--- src/rtl/core/tacho_pkg.sv ---
// tacho_pkg: shared types and fixed constants of the dual channel tachometer
// no dependencies; imported by the interfaces and every rtl module but tacho_fifo
`timescale 1ns / 1ps
`default_nettype none

package tacho_pkg;

    localparam int unsigned DATA_W = 32;
    localparam int unsigned RPM_W  = 26;

    localparam logic [DATA_W-1:0] UPDATE_INTERVAL_RST = 32'd1000;

    localparam logic KIND_SAMPLE = 1'b0;
    localparam logic KIND_UPDATE = 1'b1;

    typedef struct packed {
        logic              kind;
        logic              engine_level;
        logic              shaft_level;
        logic [DATA_W-1:0] sample_time_us;
        logic [DATA_W-1:0] update_time;
    } t_in_item;

    typedef struct packed {
        logic [RPM_W-1:0] engine_rpm;
        logic [RPM_W-1:0] shaft_rpm;
        logic             recalculated;
    } t_out_item;

endpackage

`default_nettype wire

--- src/rtl/core/tacho_in_if.sv ---
// tacho_in_if: valid/ready channel carrying one sample or update item
// depends on tacho_pkg
`timescale 1ns / 1ps
`default_nettype none

interface tacho_in_if;
    import tacho_pkg::*;

    logic              valid;
    logic              ready;
    logic              kind;
    logic              engine_level;
    logic              shaft_level;
    logic [DATA_W-1:0] sample_time_us;
    logic [DATA_W-1:0] update_time;

    modport source (
        output valid, kind, engine_level, shaft_level, sample_time_us, update_time,
        input  ready
    );

    modport sink (
        input  valid, kind, engine_level, shaft_level, sample_time_us, update_time,
        output ready
    );
endinterface

`default_nettype wire

--- src/rtl/core/tacho_out_if.sv ---
// tacho_out_if: valid/ready channel carrying one rpm result item
// depends on tacho_pkg
`timescale 1ns / 1ps
`default_nettype none

interface tacho_out_if;
    import tacho_pkg::*;

    logic             valid;
    logic             ready;
    logic [RPM_W-1:0] engine_rpm;
    logic [RPM_W-1:0] shaft_rpm;
    logic             recalculated;

    modport source (
        output valid, engine_rpm, shaft_rpm, recalculated,
        input  ready
    );

    modport sink (
        input  valid, engine_rpm, shaft_rpm, recalculated,
        output ready
    );
endinterface

`default_nettype wire

--- src/rtl/core/tacho_fifo.sv ---
// tacho_fifo: small register queue between front and back
// no package dependency
`timescale 1ns / 1ps
`default_nettype none

module tacho_fifo #(
    parameter int unsigned WIDTH = 97,
    parameter int unsigned DEPTH = 2
) (
    input  wire logic             i_clk,
    input  wire logic             i_rst_n,
    input  wire logic             i_push_valid,
    output logic                  o_push_ready,
    input  wire logic [WIDTH-1:0] i_push_data,
    output logic                  o_pop_valid,
    input  wire logic             i_pop_ready,
    output logic [WIDTH-1:0]      o_pop_data
);
    localparam int unsigned PTR_W = (DEPTH > 1) ? $clog2(DEPTH) : 1;
    localparam int unsigned CNT_W = $clog2(DEPTH + 1);

    logic [WIDTH-1:0] r_mem [DEPTH];
    logic [PTR_W-1:0] r_wr_ptr, n_wr_ptr;
    logic [PTR_W-1:0] r_rd_ptr, n_rd_ptr;
    logic [CNT_W-1:0] r_fill, n_fill;
    logic             push, pop;

    assign o_push_ready = (r_fill != CNT_W'(DEPTH));
    assign o_pop_valid  = (r_fill != '0);
    assign o_pop_data   = r_mem[r_rd_ptr];
    assign push         = i_push_valid & o_push_ready;
    assign pop          = o_pop_valid & i_pop_ready;

    always_comb begin
        n_wr_ptr = r_wr_ptr;
        n_rd_ptr = r_rd_ptr;
        n_fill   = r_fill;
        if (push) begin
            n_wr_ptr = (r_wr_ptr == PTR_W'(DEPTH - 1)) ? '0 : r_wr_ptr + 1'b1;
        end
        if (pop) begin
            n_rd_ptr = (r_rd_ptr == PTR_W'(DEPTH - 1)) ? '0 : r_rd_ptr + 1'b1;
        end
        if (push && !pop) begin
            n_fill = r_fill + 1'b1;
        end else if (pop && !push) begin
            n_fill = r_fill - 1'b1;
        end
    end

    always_ff @(posedge i_clk) begin
        if (!i_rst_n) begin
            r_wr_ptr <= '0;
            r_rd_ptr <= '0;
            r_fill   <= '0;
        end else begin
            r_wr_ptr <= n_wr_ptr;
            r_rd_ptr <= n_rd_ptr;
            r_fill   <= n_fill;
        end
    end

    always_ff @(posedge i_clk) begin
        if (push) begin
            r_mem[r_wr_ptr] <= i_push_data;
        end
    end
endmodule

`default_nettype wire

--- src/rtl/core/tacho_front.sv ---
// tacho_front: edge detection, interval accumulation and deadline check per item
// depends on tacho_pkg; feeds tacho_fifo
`timescale 1ns / 1ps
`default_nettype none

module tacho_front #(
    parameter int unsigned COUNT_BITS = 16,
    localparam int unsigned ENTRY_W = 1 + 2 * (tacho_pkg::DATA_W + COUNT_BITS)
) (
    input  wire logic                          i_clk,
    input  wire logic                          i_rst_n,
    input  wire logic                          i_cfg_we,
    input  wire logic [tacho_pkg::DATA_W-1:0]  i_cfg_wdata,
    input  wire logic                          i_valid,
    output logic                               o_ready,
    input  wire tacho_pkg::t_in_item           i_item,
    output logic                               o_push_valid,
    input  wire logic                          i_push_ready,
    output logic [ENTRY_W-1:0]                 o_push_data
);
    import tacho_pkg::*;

    localparam logic [COUNT_BITS-1:0] CNT_MAX = '1;

    logic [DATA_W-1:0]     r_interval;
    logic [DATA_W-1:0]     r_deadline, n_deadline;
    logic                  r_eng_high, n_eng_high;
    logic [DATA_W-1:0]     r_eng_last, n_eng_last;
    logic [COUNT_BITS-1:0] r_eng_cnt, n_eng_cnt;
    logic [DATA_W-1:0]     r_eng_sum, n_eng_sum;
    logic                  r_sh_high, n_sh_high;
    logic [DATA_W-1:0]     r_sh_last, n_sh_last;
    logic [COUNT_BITS-1:0] r_sh_cnt, n_sh_cnt;
    logic [DATA_W-1:0]     r_sh_sum, n_sh_sum;
    logic                  accept, fire, eng_rise, sh_rise;

    assign accept       = i_valid & i_push_ready;
    assign o_ready      = i_push_ready;
    assign o_push_valid = i_valid;
    assign fire         = (i_item.kind == KIND_UPDATE) && (i_item.update_time > r_deadline);
    assign eng_rise     = i_item.engine_level & ~r_eng_high;
    assign sh_rise      = i_item.shaft_level & ~r_sh_high;
    assign o_push_data  = {fire, r_eng_sum, r_eng_cnt, r_sh_sum, r_sh_cnt};

    always_comb begin
        n_deadline = r_deadline;
        n_eng_high = r_eng_high;
        n_eng_last = r_eng_last;
        n_eng_cnt  = r_eng_cnt;
        n_eng_sum  = r_eng_sum;
        n_sh_high  = r_sh_high;
        n_sh_last  = r_sh_last;
        n_sh_cnt   = r_sh_cnt;
        n_sh_sum   = r_sh_sum;
        if (accept) begin
            if (i_item.kind == KIND_SAMPLE) begin
                n_eng_high = i_item.engine_level;
                n_sh_high  = i_item.shaft_level;
                if (eng_rise) begin
                    n_eng_cnt  = (r_eng_cnt == CNT_MAX) ? r_eng_cnt : r_eng_cnt + 1'b1;
                    n_eng_sum  = r_eng_sum + (i_item.sample_time_us - r_eng_last);
                    n_eng_last = i_item.sample_time_us;
                end
                if (sh_rise) begin
                    n_sh_cnt  = (r_sh_cnt == CNT_MAX) ? r_sh_cnt : r_sh_cnt + 1'b1;
                    n_sh_sum  = r_sh_sum + (i_item.sample_time_us - r_sh_last);
                    n_sh_last = i_item.sample_time_us;
                end
            end else if (fire) begin
                n_eng_cnt  = '0;
                n_eng_sum  = '0;
                n_sh_cnt   = '0;
                n_sh_sum   = '0;
                n_deadline = i_item.update_time + r_interval;
            end
        end
    end

    always_ff @(posedge i_clk) begin
        if (!i_rst_n) begin
            r_interval <= UPDATE_INTERVAL_RST;
            r_deadline <= '0;
            r_eng_high <= 1'b0;
            r_eng_last <= '0;
            r_eng_cnt  <= '0;
            r_eng_sum  <= '0;
            r_sh_high  <= 1'b0;
            r_sh_last  <= '0;
            r_sh_cnt   <= '0;
            r_sh_sum   <= '0;
        end else begin
            if (i_cfg_we) begin
                r_interval <= i_cfg_wdata;
            end
            r_deadline <= n_deadline;
            r_eng_high <= n_eng_high;
            r_eng_last <= n_eng_last;
            r_eng_cnt  <= n_eng_cnt;
            r_eng_sum  <= n_eng_sum;
            r_sh_high  <= n_sh_high;
            r_sh_last  <= n_sh_last;
            r_sh_cnt   <= n_sh_cnt;
            r_sh_sum   <= n_sh_sum;
        end
    end
endmodule

`default_nettype wire

--- src/rtl/core/tacho_div.sv ---
// tacho_div: restoring unsigned divider, one quotient bit per cycle
// depends on tacho_pkg
`timescale 1ns / 1ps
`default_nettype none

module tacho_div (
    input  wire logic                          i_clk,
    input  wire logic                          i_rst_n,
    input  wire logic                          i_start,
    input  wire logic [tacho_pkg::DATA_W-1:0]  i_dividend,
    input  wire logic [tacho_pkg::DATA_W-1:0]  i_divisor,
    output logic                               o_done,
    output logic [tacho_pkg::DATA_W-1:0]       o_quotient
);
    import tacho_pkg::*;

    localparam int unsigned STEP_W = $clog2(DATA_W);

    logic [DATA_W-1:0] r_quo;
    logic [DATA_W-1:0] r_rem;
    logic [DATA_W-1:0] r_div;
    logic [STEP_W-1:0] r_step;
    logic              r_busy;
    logic              r_done;
    logic [DATA_W:0]   trial;
    logic [DATA_W:0]   diff;

    assign trial      = {r_rem, r_quo[DATA_W-1]};
    assign diff       = trial - {1'b0, r_div};
    assign o_done     = r_done;
    assign o_quotient = r_quo;

    always_ff @(posedge i_clk) begin
        if (!i_rst_n) begin
            r_busy <= 1'b0;
            r_done <= 1'b0;
        end else begin
            r_done <= 1'b0;
            if (i_start && !r_busy) begin
                r_busy <= 1'b1;
            end else if (r_busy && r_step == '0) begin
                r_busy <= 1'b0;
                r_done <= 1'b1;
            end
        end
    end

    always_ff @(posedge i_clk) begin
        if (i_start && !r_busy) begin
            r_quo  <= i_dividend;
            r_rem  <= '0;
            r_div  <= i_divisor;
            r_step <= STEP_W'(DATA_W - 1);
        end else if (r_busy) begin
            r_rem  <= diff[DATA_W] ? trial[DATA_W-1:0] : diff[DATA_W-1:0];
            r_quo  <= {r_quo[DATA_W-2:0], ~diff[DATA_W]};
            r_step <= r_step - 1'b1;
        end
    end
endmodule

`default_nettype wire

--- src/rtl/core/tacho_back.sv ---
// tacho_back: in-order executor, rpm recalculation sequencer and output register
// depends on tacho_pkg and tacho_div
`timescale 1ns / 1ps
`default_nettype none

module tacho_back #(
    parameter int unsigned MICROS_PER_MINUTE = 60000000,
    parameter int unsigned COUNT_BITS = 16,
    localparam int unsigned ENTRY_W = 1 + 2 * (tacho_pkg::DATA_W + COUNT_BITS)
) (
    input  wire logic                  i_clk,
    input  wire logic                  i_rst_n,
    input  wire logic                  i_pop_valid,
    output logic                       o_pop_ready,
    input  wire logic [ENTRY_W-1:0]    i_pop_data,
    output logic                       o_out_valid,
    input  wire logic                  i_out_ready,
    output tacho_pkg::t_out_item       o_out_item
);
    import tacho_pkg::*;

    localparam logic [DATA_W-1:0] MPM = DATA_W'(MICROS_PER_MINUTE);

    typedef enum logic [7:0] {
        ST_IDLE    = 8'b0000_0001,
        ST_ENG_GO  = 8'b0000_0010,
        ST_ENG_AVG = 8'b0000_0100,
        ST_ENG_RPM = 8'b0000_1000,
        ST_SH_GO   = 8'b0001_0000,
        ST_SH_AVG  = 8'b0010_0000,
        ST_SH_RPM  = 8'b0100_0000,
        ST_FINISH  = 8'b1000_0000
    } t_back_state;

    t_back_state           r_state, n_state;
    logic [RPM_W-1:0]      r_eng_speed, n_eng_speed;
    logic [RPM_W-1:0]      r_sh_speed, n_sh_speed;
    logic [DATA_W-1:0]     r_eng_sum;
    logic [COUNT_BITS-1:0] r_eng_cnt;
    logic [DATA_W-1:0]     r_sh_sum;
    logic [COUNT_BITS-1:0] r_sh_cnt;
    logic                  r_out_valid, n_out_valid;
    t_out_item             r_out, n_out;

    logic                  pop_fired;
    logic [DATA_W-1:0]     pop_eng_sum, pop_sh_sum;
    logic [COUNT_BITS-1:0] pop_eng_cnt, pop_sh_cnt;
    logic                  slot_free, latch, load_out, recalc;
    logic                  div_start, div_done;
    logic [DATA_W-1:0]     div_dividend, div_divisor, div_q;

    assign {pop_fired, pop_eng_sum, pop_eng_cnt, pop_sh_sum, pop_sh_cnt} = i_pop_data;
    assign slot_free   = !r_out_valid || i_out_ready;
    assign o_pop_ready = (r_state == ST_IDLE) && slot_free;
    assign o_out_valid = r_out_valid;
    assign o_out_item  = r_out;

    tacho_div u_div (
        .i_clk      (i_clk),
        .i_rst_n    (i_rst_n),
        .i_start    (div_start),
        .i_dividend (div_dividend),
        .i_divisor  (div_divisor),
        .o_done     (div_done),
        .o_quotient (div_q)
    );

    always_comb begin
        n_state      = r_state;
        n_eng_speed  = r_eng_speed;
        n_sh_speed   = r_sh_speed;
        latch        = 1'b0;
        load_out     = 1'b0;
        recalc       = 1'b0;
        div_start    = 1'b0;
        div_dividend = '0;
        div_divisor  = '0;
        case (r_state)
            ST_IDLE: begin
                if (i_pop_valid && slot_free) begin
                    if (pop_fired) begin
                        latch   = 1'b1;
                        n_state = ST_ENG_GO;
                    end else begin
                        load_out = 1'b1;
                    end
                end
            end
            ST_ENG_GO: begin
                if (r_eng_cnt != '0) begin
                    div_start    = 1'b1;
                    div_dividend = r_eng_sum;
                    div_divisor  = DATA_W'(r_eng_cnt);
                    n_state      = ST_ENG_AVG;
                end else begin
                    n_state = ST_SH_GO;
                end
            end
            ST_ENG_AVG: begin
                if (div_done) begin
                    if (div_q != '0) begin
                        div_start    = 1'b1;
                        div_dividend = MPM;
                        div_divisor  = div_q;
                        n_state      = ST_ENG_RPM;
                    end else begin
                        n_state = ST_SH_GO;
                    end
                end
            end
            ST_ENG_RPM: begin
                if (div_done) begin
                    n_eng_speed = div_q[RPM_W-1:0];
                    n_state     = ST_SH_GO;
                end
            end
            ST_SH_GO: begin
                if (r_sh_cnt != '0) begin
                    div_start    = 1'b1;
                    div_dividend = r_sh_sum;
                    div_divisor  = DATA_W'(r_sh_cnt);
                    n_state      = ST_SH_AVG;
                end else begin
                    n_state = ST_FINISH;
                end
            end
            ST_SH_AVG: begin
                if (div_done) begin
                    if (div_q != '0) begin
                        div_start    = 1'b1;
                        div_dividend = MPM;
                        div_divisor  = div_q;
                        n_state      = ST_SH_RPM;
                    end else begin
                        n_state = ST_FINISH;
                    end
                end
            end
            ST_SH_RPM: begin
                if (div_done) begin
                    n_sh_speed = div_q[RPM_W-1:0];
                    n_state    = ST_FINISH;
                end
            end
            ST_FINISH: begin
                if (slot_free) begin
                    load_out = 1'b1;
                    recalc   = 1'b1;
                    n_state  = ST_IDLE;
                end
            end
            default: begin
                n_state = ST_IDLE;
            end
        endcase
    end

    always_comb begin
        n_out_valid = r_out_valid;
        n_out       = r_out;
        if (load_out) begin
            n_out_valid        = 1'b1;
            n_out.engine_rpm   = r_eng_speed;
            n_out.shaft_rpm    = r_sh_speed;
            n_out.recalculated = recalc;
        end else if (i_out_ready) begin
            n_out_valid = 1'b0;
        end
    end

    always_ff @(posedge i_clk) begin
        if (!i_rst_n) begin
            r_state     <= ST_IDLE;
            r_eng_speed <= '0;
            r_sh_speed  <= '0;
            r_out_valid <= 1'b0;
        end else begin
            r_state     <= n_state;
            r_eng_speed <= n_eng_speed;
            r_sh_speed  <= n_sh_speed;
            r_out_valid <= n_out_valid;
        end
    end

    always_ff @(posedge i_clk) begin
        r_out <= n_out;
        if (latch) begin
            r_eng_sum <= pop_eng_sum;
            r_eng_cnt <= pop_eng_cnt;
            r_sh_sum  <= pop_sh_sum;
            r_sh_cnt  <= pop_sh_cnt;
        end
    end
endmodule

`default_nettype wire

--- src/rtl/core/dual_channel_tachometer.sv ---
// channel   dir  handshake            payload
// i_in      in   valid/ready          kind, engine_level, shaft_level, sample_time_us, update_time
// o_out     out  valid/ready          engine_rpm, shaft_rpm, recalculated
// cfg       in   i_cfg_we, no ready   i_cfg_wdata = update_interval
//
// pin samples and update checks that do not fire pass at one item per cycle while o_out
// takes every result; an update check that fires runs up to four divisions in turn on
// one shared divider, while the two-entry queue fills and i_in stalls
// results leave in item order through a registered output stage
// i_rst_n is synchronous; the front's counters and sums, the speeds and the deadline clear
// top level: front, queue and back of the tachometer; depends on tacho_pkg and both interfaces
`timescale 1ns / 1ps
`default_nettype none

module dual_channel_tachometer #(
    parameter int unsigned MICROS_PER_MINUTE = 60000000,
    parameter int unsigned COUNT_BITS = 16
) (
    input  wire logic                          i_clk,
    input  wire logic                          i_rst_n,
    input  wire logic                          i_cfg_we,
    input  wire logic [tacho_pkg::DATA_W-1:0]  i_cfg_wdata,
    tacho_in_if.sink                           i_in,
    tacho_out_if.source                        o_out
);
    import tacho_pkg::*;

    localparam int unsigned ENTRY_W = 1 + 2 * (DATA_W + COUNT_BITS);

    t_in_item         in_item;
    t_out_item        out_item;
    logic             push_valid, push_ready;
    logic             pop_valid, pop_ready;
    logic [ENTRY_W-1:0] push_data, pop_data;
    logic             front_ready;
    logic             out_valid;

    assign in_item.kind           = i_in.kind;
    assign in_item.engine_level   = i_in.engine_level;
    assign in_item.shaft_level    = i_in.shaft_level;
    assign in_item.sample_time_us = i_in.sample_time_us;
    assign in_item.update_time    = i_in.update_time;
    assign i_in.ready             = front_ready;

    assign o_out.valid        = out_valid;
    assign o_out.engine_rpm   = out_item.engine_rpm;
    assign o_out.shaft_rpm    = out_item.shaft_rpm;
    assign o_out.recalculated = out_item.recalculated;

    tacho_front #(
        .COUNT_BITS (COUNT_BITS)
    ) u_front (
        .i_clk        (i_clk),
        .i_rst_n      (i_rst_n),
        .i_cfg_we     (i_cfg_we),
        .i_cfg_wdata  (i_cfg_wdata),
        .i_valid      (i_in.valid),
        .o_ready      (front_ready),
        .i_item       (in_item),
        .o_push_valid (push_valid),
        .i_push_ready (push_ready),
        .o_push_data  (push_data)
    );

    tacho_fifo #(
        .WIDTH (ENTRY_W),
        .DEPTH (2)
    ) u_fifo (
        .i_clk        (i_clk),
        .i_rst_n      (i_rst_n),
        .i_push_valid (push_valid),
        .o_push_ready (push_ready),
        .i_push_data  (push_data),
        .o_pop_valid  (pop_valid),
        .i_pop_ready  (pop_ready),
        .o_pop_data   (pop_data)
    );

    tacho_back #(
        .MICROS_PER_MINUTE (MICROS_PER_MINUTE),
        .COUNT_BITS        (COUNT_BITS)
    ) u_back (
        .i_clk       (i_clk),
        .i_rst_n     (i_rst_n),
        .i_pop_valid (pop_valid),
        .o_pop_ready (pop_ready),
        .i_pop_data  (pop_data),
        .o_out_valid (out_valid),
        .i_out_ready (o_out.ready),
        .o_out_item  (out_item)
    );
endmodule

`default_nettype wire

--- src/flat_wrapper.sv ---
// flat-port wrapper written by rule: the top's interface ports become plain ports
module dual_channel_tachometer_flat import tacho_pkg::*;
#(
    parameter int unsigned MICROS_PER_MINUTE = 60000000,
    parameter int unsigned COUNT_BITS = 16
)
  (i_clk, i_rst_n, i_cfg_we, i_cfg_wdata, i_in_valid, i_in_kind, i_in_engine_level, i_in_shaft_level, i_in_sample_time_us, i_in_update_time, i_in_ready, o_out_valid, o_out_engine_rpm, o_out_shaft_rpm, o_out_recalculated, o_out_ready);
  tacho_in_if i_in_i ();
  tacho_out_if o_out_i ();
  input  wire logic i_clk;
  input  wire logic i_rst_n;
  input  wire logic i_cfg_we;
  input  wire logic [tacho_pkg::DATA_W-1:0] i_cfg_wdata;
  input wire logic [$bits(i_in_i.valid)-1:0] i_in_valid;
  input wire logic [$bits(i_in_i.kind)-1:0] i_in_kind;
  input wire logic [$bits(i_in_i.engine_level)-1:0] i_in_engine_level;
  input wire logic [$bits(i_in_i.shaft_level)-1:0] i_in_shaft_level;
  input wire logic [$bits(i_in_i.sample_time_us)-1:0] i_in_sample_time_us;
  input wire logic [$bits(i_in_i.update_time)-1:0] i_in_update_time;
  output wire logic [$bits(i_in_i.ready)-1:0] i_in_ready;
  output wire logic [$bits(o_out_i.valid)-1:0] o_out_valid;
  output wire logic [$bits(o_out_i.engine_rpm)-1:0] o_out_engine_rpm;
  output wire logic [$bits(o_out_i.shaft_rpm)-1:0] o_out_shaft_rpm;
  output wire logic [$bits(o_out_i.recalculated)-1:0] o_out_recalculated;
  input wire logic [$bits(o_out_i.ready)-1:0] o_out_ready;
  assign i_in_i.valid = i_in_valid;
  assign i_in_i.kind = i_in_kind;
  assign i_in_i.engine_level = i_in_engine_level;
  assign i_in_i.shaft_level = i_in_shaft_level;
  assign i_in_i.sample_time_us = i_in_sample_time_us;
  assign i_in_i.update_time = i_in_update_time;
  assign i_in_ready = i_in_i.ready;
  assign o_out_valid = o_out_i.valid;
  assign o_out_engine_rpm = o_out_i.engine_rpm;
  assign o_out_shaft_rpm = o_out_i.shaft_rpm;
  assign o_out_recalculated = o_out_i.recalculated;
  assign o_out_i.ready = o_out_ready;
  dual_channel_tachometer #(.MICROS_PER_MINUTE(MICROS_PER_MINUTE), .COUNT_BITS(COUNT_BITS)) u_core (.i_clk(i_clk), .i_rst_n(i_rst_n), .i_cfg_we(i_cfg_we), .i_cfg_wdata(i_cfg_wdata), .i_in(i_in_i), .o_out(o_out_i));
endmodule
--- config.mk ---
export PLATFORM = sky130hd
export DESIGN_NAME = dual_channel_tachometer_flat
export DESIGN_NICKNAME = d
export VERILOG_FILES = /design/src/rtl/core/tacho_pkg.sv /design/src/rtl/core/tacho_in_if.sv /design/src/rtl/core/tacho_out_if.sv /design/src/rtl/core/tacho_fifo.sv /design/src/rtl/core/tacho_front.sv /design/src/rtl/core/tacho_div.sv /design/src/rtl/core/tacho_back.sv /design/src/rtl/core/dual_channel_tachometer.sv /design/src/flat_wrapper.sv
export SDC_FILE = /design/constraint.sdc
export NUM_CORES = 1
export LEC_CHECK = 0
export ABC_AREA = 0
export CELL_PAD_IN_SITES_DETAIL_PLACEMENT = 2
export CELL_PAD_IN_SITES_GLOBAL_PLACEMENT = 2
export CORE_MARGIN = 2
export CORE_UTILIZATION = 46
export DETAILED_ROUTE_END_ITERATION = 8
export DONT_BUFFER_PORTS = 1
export PLACE_DENSITY = 0.83
export SLEW_MARGIN = 20
export SYNTH_ARGS = -nofsm -noshare
export SYNTH_HDL_FRONTEND = slang
export SYNTH_SLANG_ARGS = --single-unit
--- constraint.sdc ---
create_clock -name i_clk -period 17.5 [get_ports i_clk]
set_input_delay 3.5 -clock i_clk [delete_from_list [all_inputs] [get_ports i_clk]]
set_output_delay 3.5 -clock i_clk [all_outputs]
set_load 0.1 [all_outputs]
# After elaboration in Yosys (flattened, before gate mapping)
# Memory sizes are Yosys's and may differ from the RTL's. A register that Yosys moved wholly into a read port is not among the register bits.
# Index checks and enable logic that the tools add are counted.
# Widths: inputs -> output; s select.
# classes
add_sub_neg	13
eq_ne	21
mux	62
n_reduce_logical	36
magnitude_cmp	1
n_bitwise	9
# ops
op	n
$mux 32	12
$pmux 32 s3	2
$mux 16	9
$add 32x32->32	3
$mux 8	9
$pmux 8 s8	1
$sub 32x32->32	2
$mux 26	2
$sub 33x32->33	1
$add 16x1->16 const B	2
$eq 16x16->1 const B	2
$gt 32x32->1	1
$reduce_bool 16->1	2
$reduce_bool 32->1	1
$mux 1	21
$reduce_and 3->1	5
$ne 2x1->1 const B	7
$reduce_bool 2->1	7
$mux 5	2
$eq 8x1->1 const B	1
$eq 8x2->1 const B	1
$eq 8x3->1 const B	1
$eq 8x4->1 const B	1
$eq 8x5->1 const B	1
other kinds (21)	46
# totals
elab_cells	173
ram_bits	194
ff_bits	543
inputBits	104
out_inout_bits	55
memories	1
# mem_list
memory	words	width	rd	rd_ports_with_merged_regs	write_ports	line_no	text
u_core.u_fifo.r_mem	2	97	1	1	1	tacho_fifo.sv:22	logic [WIDTH-1:0] r_mem [DEPTH];

# Logic depth before layout (Yosys ltp)
# depth
depth_word	7
depth_mapped	16
mapped_depth_nobuf	16

# Cells and area by module
# A second synthesis with hierarchy kept.
# unflattened
hier_cells	3536
area_unflattened_um2	37001.7
# by_module_without_submodules
module	n_inst	cells_per_inst	area_per_inst_um2	seq_area_each_um2
tacho_front	1	2055	16017.9	4524.3
tacho_back	1	582	7892.6	5695.5
tacho_fifo	1	326	7359.6	5925.7
tacho_div	1	573	5731.7	2702.6

# Worst setup path before layout
# No wires, ideal clock.
# synth_path
path_type	input to register
start	input port o_out_ready
end	register u_core.u_back.r_eng_cnt[0] (enable)
arrival_time_ns	8.056
path_stages	5
path_buffers	0
setup_ns	0.552
required_ns	16.948
path_slack_ns	8.892
cell_sequence	nand2b_1 -> o21ai_0 -> nor2_1 -> inv_1 -> nor2_1
# synth_between
elab_chain_cells	4
# synth_lines
element	line_no	text
start, declared	flat_wrapper.sv:25	input wire logic [$bits(o_out_i.ready)-1:0] o_out_ready;
$logic_or 1x1->1	tacho_back.sv:53	assign slot_free = !r_out_valid || i_out_ready;
$logic_and 1x1->1	tacho_back.sv:80	if (i_pop_valid && slot_free) begin
$mux 1	tacho_back.sv:80	
$mux 1	tacho_back.sv:78	case (r_state)
named net u_core.u_back.latch	tacho_back.sv:48	logic slot_free, latch, load_out, recalc;
end signal, assigned	tacho_back.sv:189	r_eng_cnt <= pop_eng_cnt;
end, declared	tacho_back.sv:39	logic [COUNT_BITS-1:0] r_eng_cnt;
# The timed path passes the listed nets, and every way through them passes these cells.
# A chain may end at the register's enable or synchronous reset.

# Worst setup path in the final report
# layout_path
start	input port i_in_sample_time_us[1]
end	register u_core.u_front.r_eng_sum[22]
# layout_between
elab_chain_cells	4
# layout_lines
element	line_no	text
start, declared	flat_wrapper.sv:18	input wire logic [$bits(i_in_i.sample_time_us)-1:0] i_in_sample_time_us;
$sub 32x32->32	tacho_front.sv:61	n_eng_sum = r_eng_sum + (i_item.sample_time_us - r_eng_last);
$add 32x32->32	tacho_front.sv:61	
$mux 32	tacho_front.sv:59	if (eng_rise) begin
$mux 32	tacho_front.sv:56	if (i_item.kind == KIND_SAMPLE) begin
end signal, assigned	tacho_front.sv:99	r_eng_sum <= n_eng_sum;
end, declared	tacho_front.sv:30	logic [DATA_W-1:0] r_eng_sum, n_eng_sum;
# No other way between the ends. The select of a mux whose other input is x is not followed.

==> impl_metrics.json <==
{
  "finish.utilization_pct": 51.7,
  "gp_congestion": 0.877,
  "worstReg2RegStart": "u_core.u_front.r_eng_sum[0]",
  "layout_commonest_cell": "edfxtp_1",
  "p_comb_share_pct": 27.3,
  "grt_pass1_wl_um": 198000,
  "outcome": "finished, final reports clean",
  "syn_to_final_growth_pct": 11.1,
  "drt_iter0_drc": 2036,
  "cts_sinks": 738,
  "p_switching_uw": 2300,
  "cp.arrival_ps": 7960,
  "ioPinCount": 159,
  "async_flop_share_pct": 0,
  "crit_start": "i_in_sample_time_us[1]",
  "largest-register": "u_core.u_fifo.r_mem",
  "multi_input_area_um2": 15400,
  "drc": 0,
  "tns_ps": 0,
  "max_freq_mhz": 135,
  "ys_seq_area_share_pct": 52.2,
  "place_area_um2": 37100,
  "placeableCoreArea_um2": 77600,
  "swShare_pct": 37.4,
  "grt_max_degree": 133,
  "clockPowerShare_pct": 31.0,
  "fin_crit_ps": 7430,
  "avgViaCountPerCell": 6.12,
  "synth_edf_count": 407,
  "tritoncts": "built",
  "hold_viol": 0,
  "syn_area_per_cell_um2": 10.4,
  "start_util_pct": 46.5,
  "syn_area_um2": 36100,
  "worstMarginPinSlew_ps": 1110,
  "setup.worst_path.end_class": "flip-flop",
  "final_cell_mix": "edfxtp_1 (407), nand2_1 (386), inv_1 (341), dfxtp_1 (330), a21oi_1 (329)",
  "cp_max_fo": 4,
  "nNetsFinal": 3758,
  "antenna_found_initial": 7,
  "crit_required_ps": 18040,
  "final_area_um2": 40100,
  "rsz0062_at_grt": "no",
  "routed-via-count": 27770,
  "drtPass1Iterations": 9,
  "cts_buffer_depth": 3,
  "internal_power_uw": 3850,
  "numCtsBuffers": 84,
  "synth_cell_types": 85,
  "ys_seq_elements": 738,
  "hp-class": "flip-flop to flip-flop",
  "holdBufCountCts": 0,
  "fill_cells": 7778,
  "drv_cap": 0,
  "startpoint_type": "input port",
  "holdCritStartpoint": "u_core.u_back.r_eng_speed[21]",
  "route.antenna.remaining_nets": 0,
  "leakagePower_uw": 0.0155,
  "cts_resized": 0,
  "clk_pin_slew_worst_paths_ps": 60,
  "finalSetupViolCount": 0,
  "ir_drop_mv": 0.0894,
  "power_density_nw_per_um2": 153,
  "wl_per_cell_um": 28.6,
  "yosys_warnings": 0,
  "h-tree-depth": 3,
  "drive_above_1_share_pct": 9.12,
  "period_share_pct": 42.4,
  "power_frac_seq_pct": 41.7,
  "synthCells": 3464,
  "dieArea_um2": 80700,
  "skew_ps": 61.5,
  "ff_latch_area_um2": 18900,
  "power.total_uw": 6150,
  "grtUsageTotal_pct": 31.7,
  "rows": 102,
  "syn-num-nets": 3795,
  "grt-ovfl-total": 0,
  "cts_root_buf": "clkbuf_16",
  "ys.flop_type": "edfxtp_1",
  "port_buffers": 0,
  "dp_hpwl_um": 82900,
  "largest_reg_flops": 194,
  "clk_latency_ps": 680,
  "post_cts_buffers": 0,
  "maxSlewViolCount": 0,
  "critPathKind": "input port to flip-flop",
  "slew_headroom_pct": 26.1,
  "dieHeight_um": 284,
  "fp.dieW_um": 284,
  "wl_um": 130000,
  "grt_pass1_vias": 31108
}
[power by group through the flow]
stage,clock (uW),combinational (uW),sequential [uW]
after global placement,0,1450,2550
after CTS,1930,1670,2560
after floorplan,0,1190,2500
after detailed placement,0,1590,2580
final,1910,1680,2570
after global routing,2000,1820,2580
[layout make-up]
type                            count  share of cell area, %
Clock inverter                     36                   1.43
Clock buffer                      120                   5.96
Timing Repair Buffer               33                  0.690
Antenna cell                        2                 0.0125
Multi-Input combinational cell   2226                   38.4
Inverter                          344                   3.24
Tap cell                         1040                   3.24
Sequential cell                   738                   47.0
[metal layers]
layer / wire length (um) / share of wire [%] / GRT usage (%)
met5: 46 / 0.035 / 0
met4: 5590 / 4.3 / 13.2
met3: 6480 / 5.0 / 4.63
met2: 66800 / 51 / 57.3
met1: 50800 / 39 / 37.7
[worst max-delay path, cell delays in order]
cell and delay, ps:
inv_1 180, fa_1 490, fa_1 490, nor2b_1 230
o21ai_0 250, a211oi_1 490, o21ai_0 290, a211oi_1 640
nor3_1 270, o21ai_0 410, xnor2_1 150, or3_1 350
a21oi_1 200
[through the flow]
| step | setup slack [ps] | hold slack (ps) | std cells |
|---|---|---|---|
| after floorplan | 8890 | 408 | 3464 |
| after global placement | 9690 | 417 | 4379 |
| after detailed placement | 9650 | 420 | 4379 |
| after CTS | 10190 | 421 | 4535 |
| after global routing | 10020 | 446 | 4539 |
| final | 10070 | 424 | 4539 |
[cell usage after synthesis, types with 8 or more instances]
cell type	number	area [um2]
buf_2	8	40.0
a32o_1	14	140
clkbuf_1	137	514
nor3_1	60	300
ha_1	163	2040
o31ai_1	9	67.6
a22oi_1	12	90.1
or2_2	10	62.6
and3_1	44	275
nor2b_1	20	125
o21ai_0	132	661
xor2_1	46	403
edfxtp_1	407	12200
nand3b_1	21	158
mux2_2	97	1090
o21bai_1	17	128
xnor2_1	61	534
dfxtp_1	331	6630
nand4_1	27	169
inv_1	342	1280
a31oi_1	21	131
a21o_1	87	653
nor3b_1	19	143
and2_1	23	144
a211oi_1	13	97.6
o21a_1	16	120
a221oi_2	17	255
nand2_1	386	1450
fa_1	64	1280
a222oi_1	16	160
a221oi_1	16	140
or3_1	23	144
nand3_1	39	195
nand2b_1	10	62.6
a21oi_1	330	1650
nor4_1	24	150
mux2i_1	43	430
a32oi_1	12	105
nor2_1	239	897
[final timing paths]
path                                                endpoint  slack, ps  cells after the start
worst min-delay path            u_core.u_back.o_out_item[48]        420                      0
worst max register to register  u_core.u_front.r_eng_sum[22]      12410                     16
worst min register to register  u_core.u_back.o_out_item[48]        420                      0
worst max-delay path            u_core.u_front.r_eng_sum[22]      10070                     13
[cell families after synthesis]
logic type / synth area share, %
simple gates: 12.5
fa+ha+maj: 9.20
mux: 4.22
buf+inv: 5.30
flops: 52.2
compound gates: 14.0
xor+xnor: 2.60
Note: power is estimated with default switching activity, not from simulation.
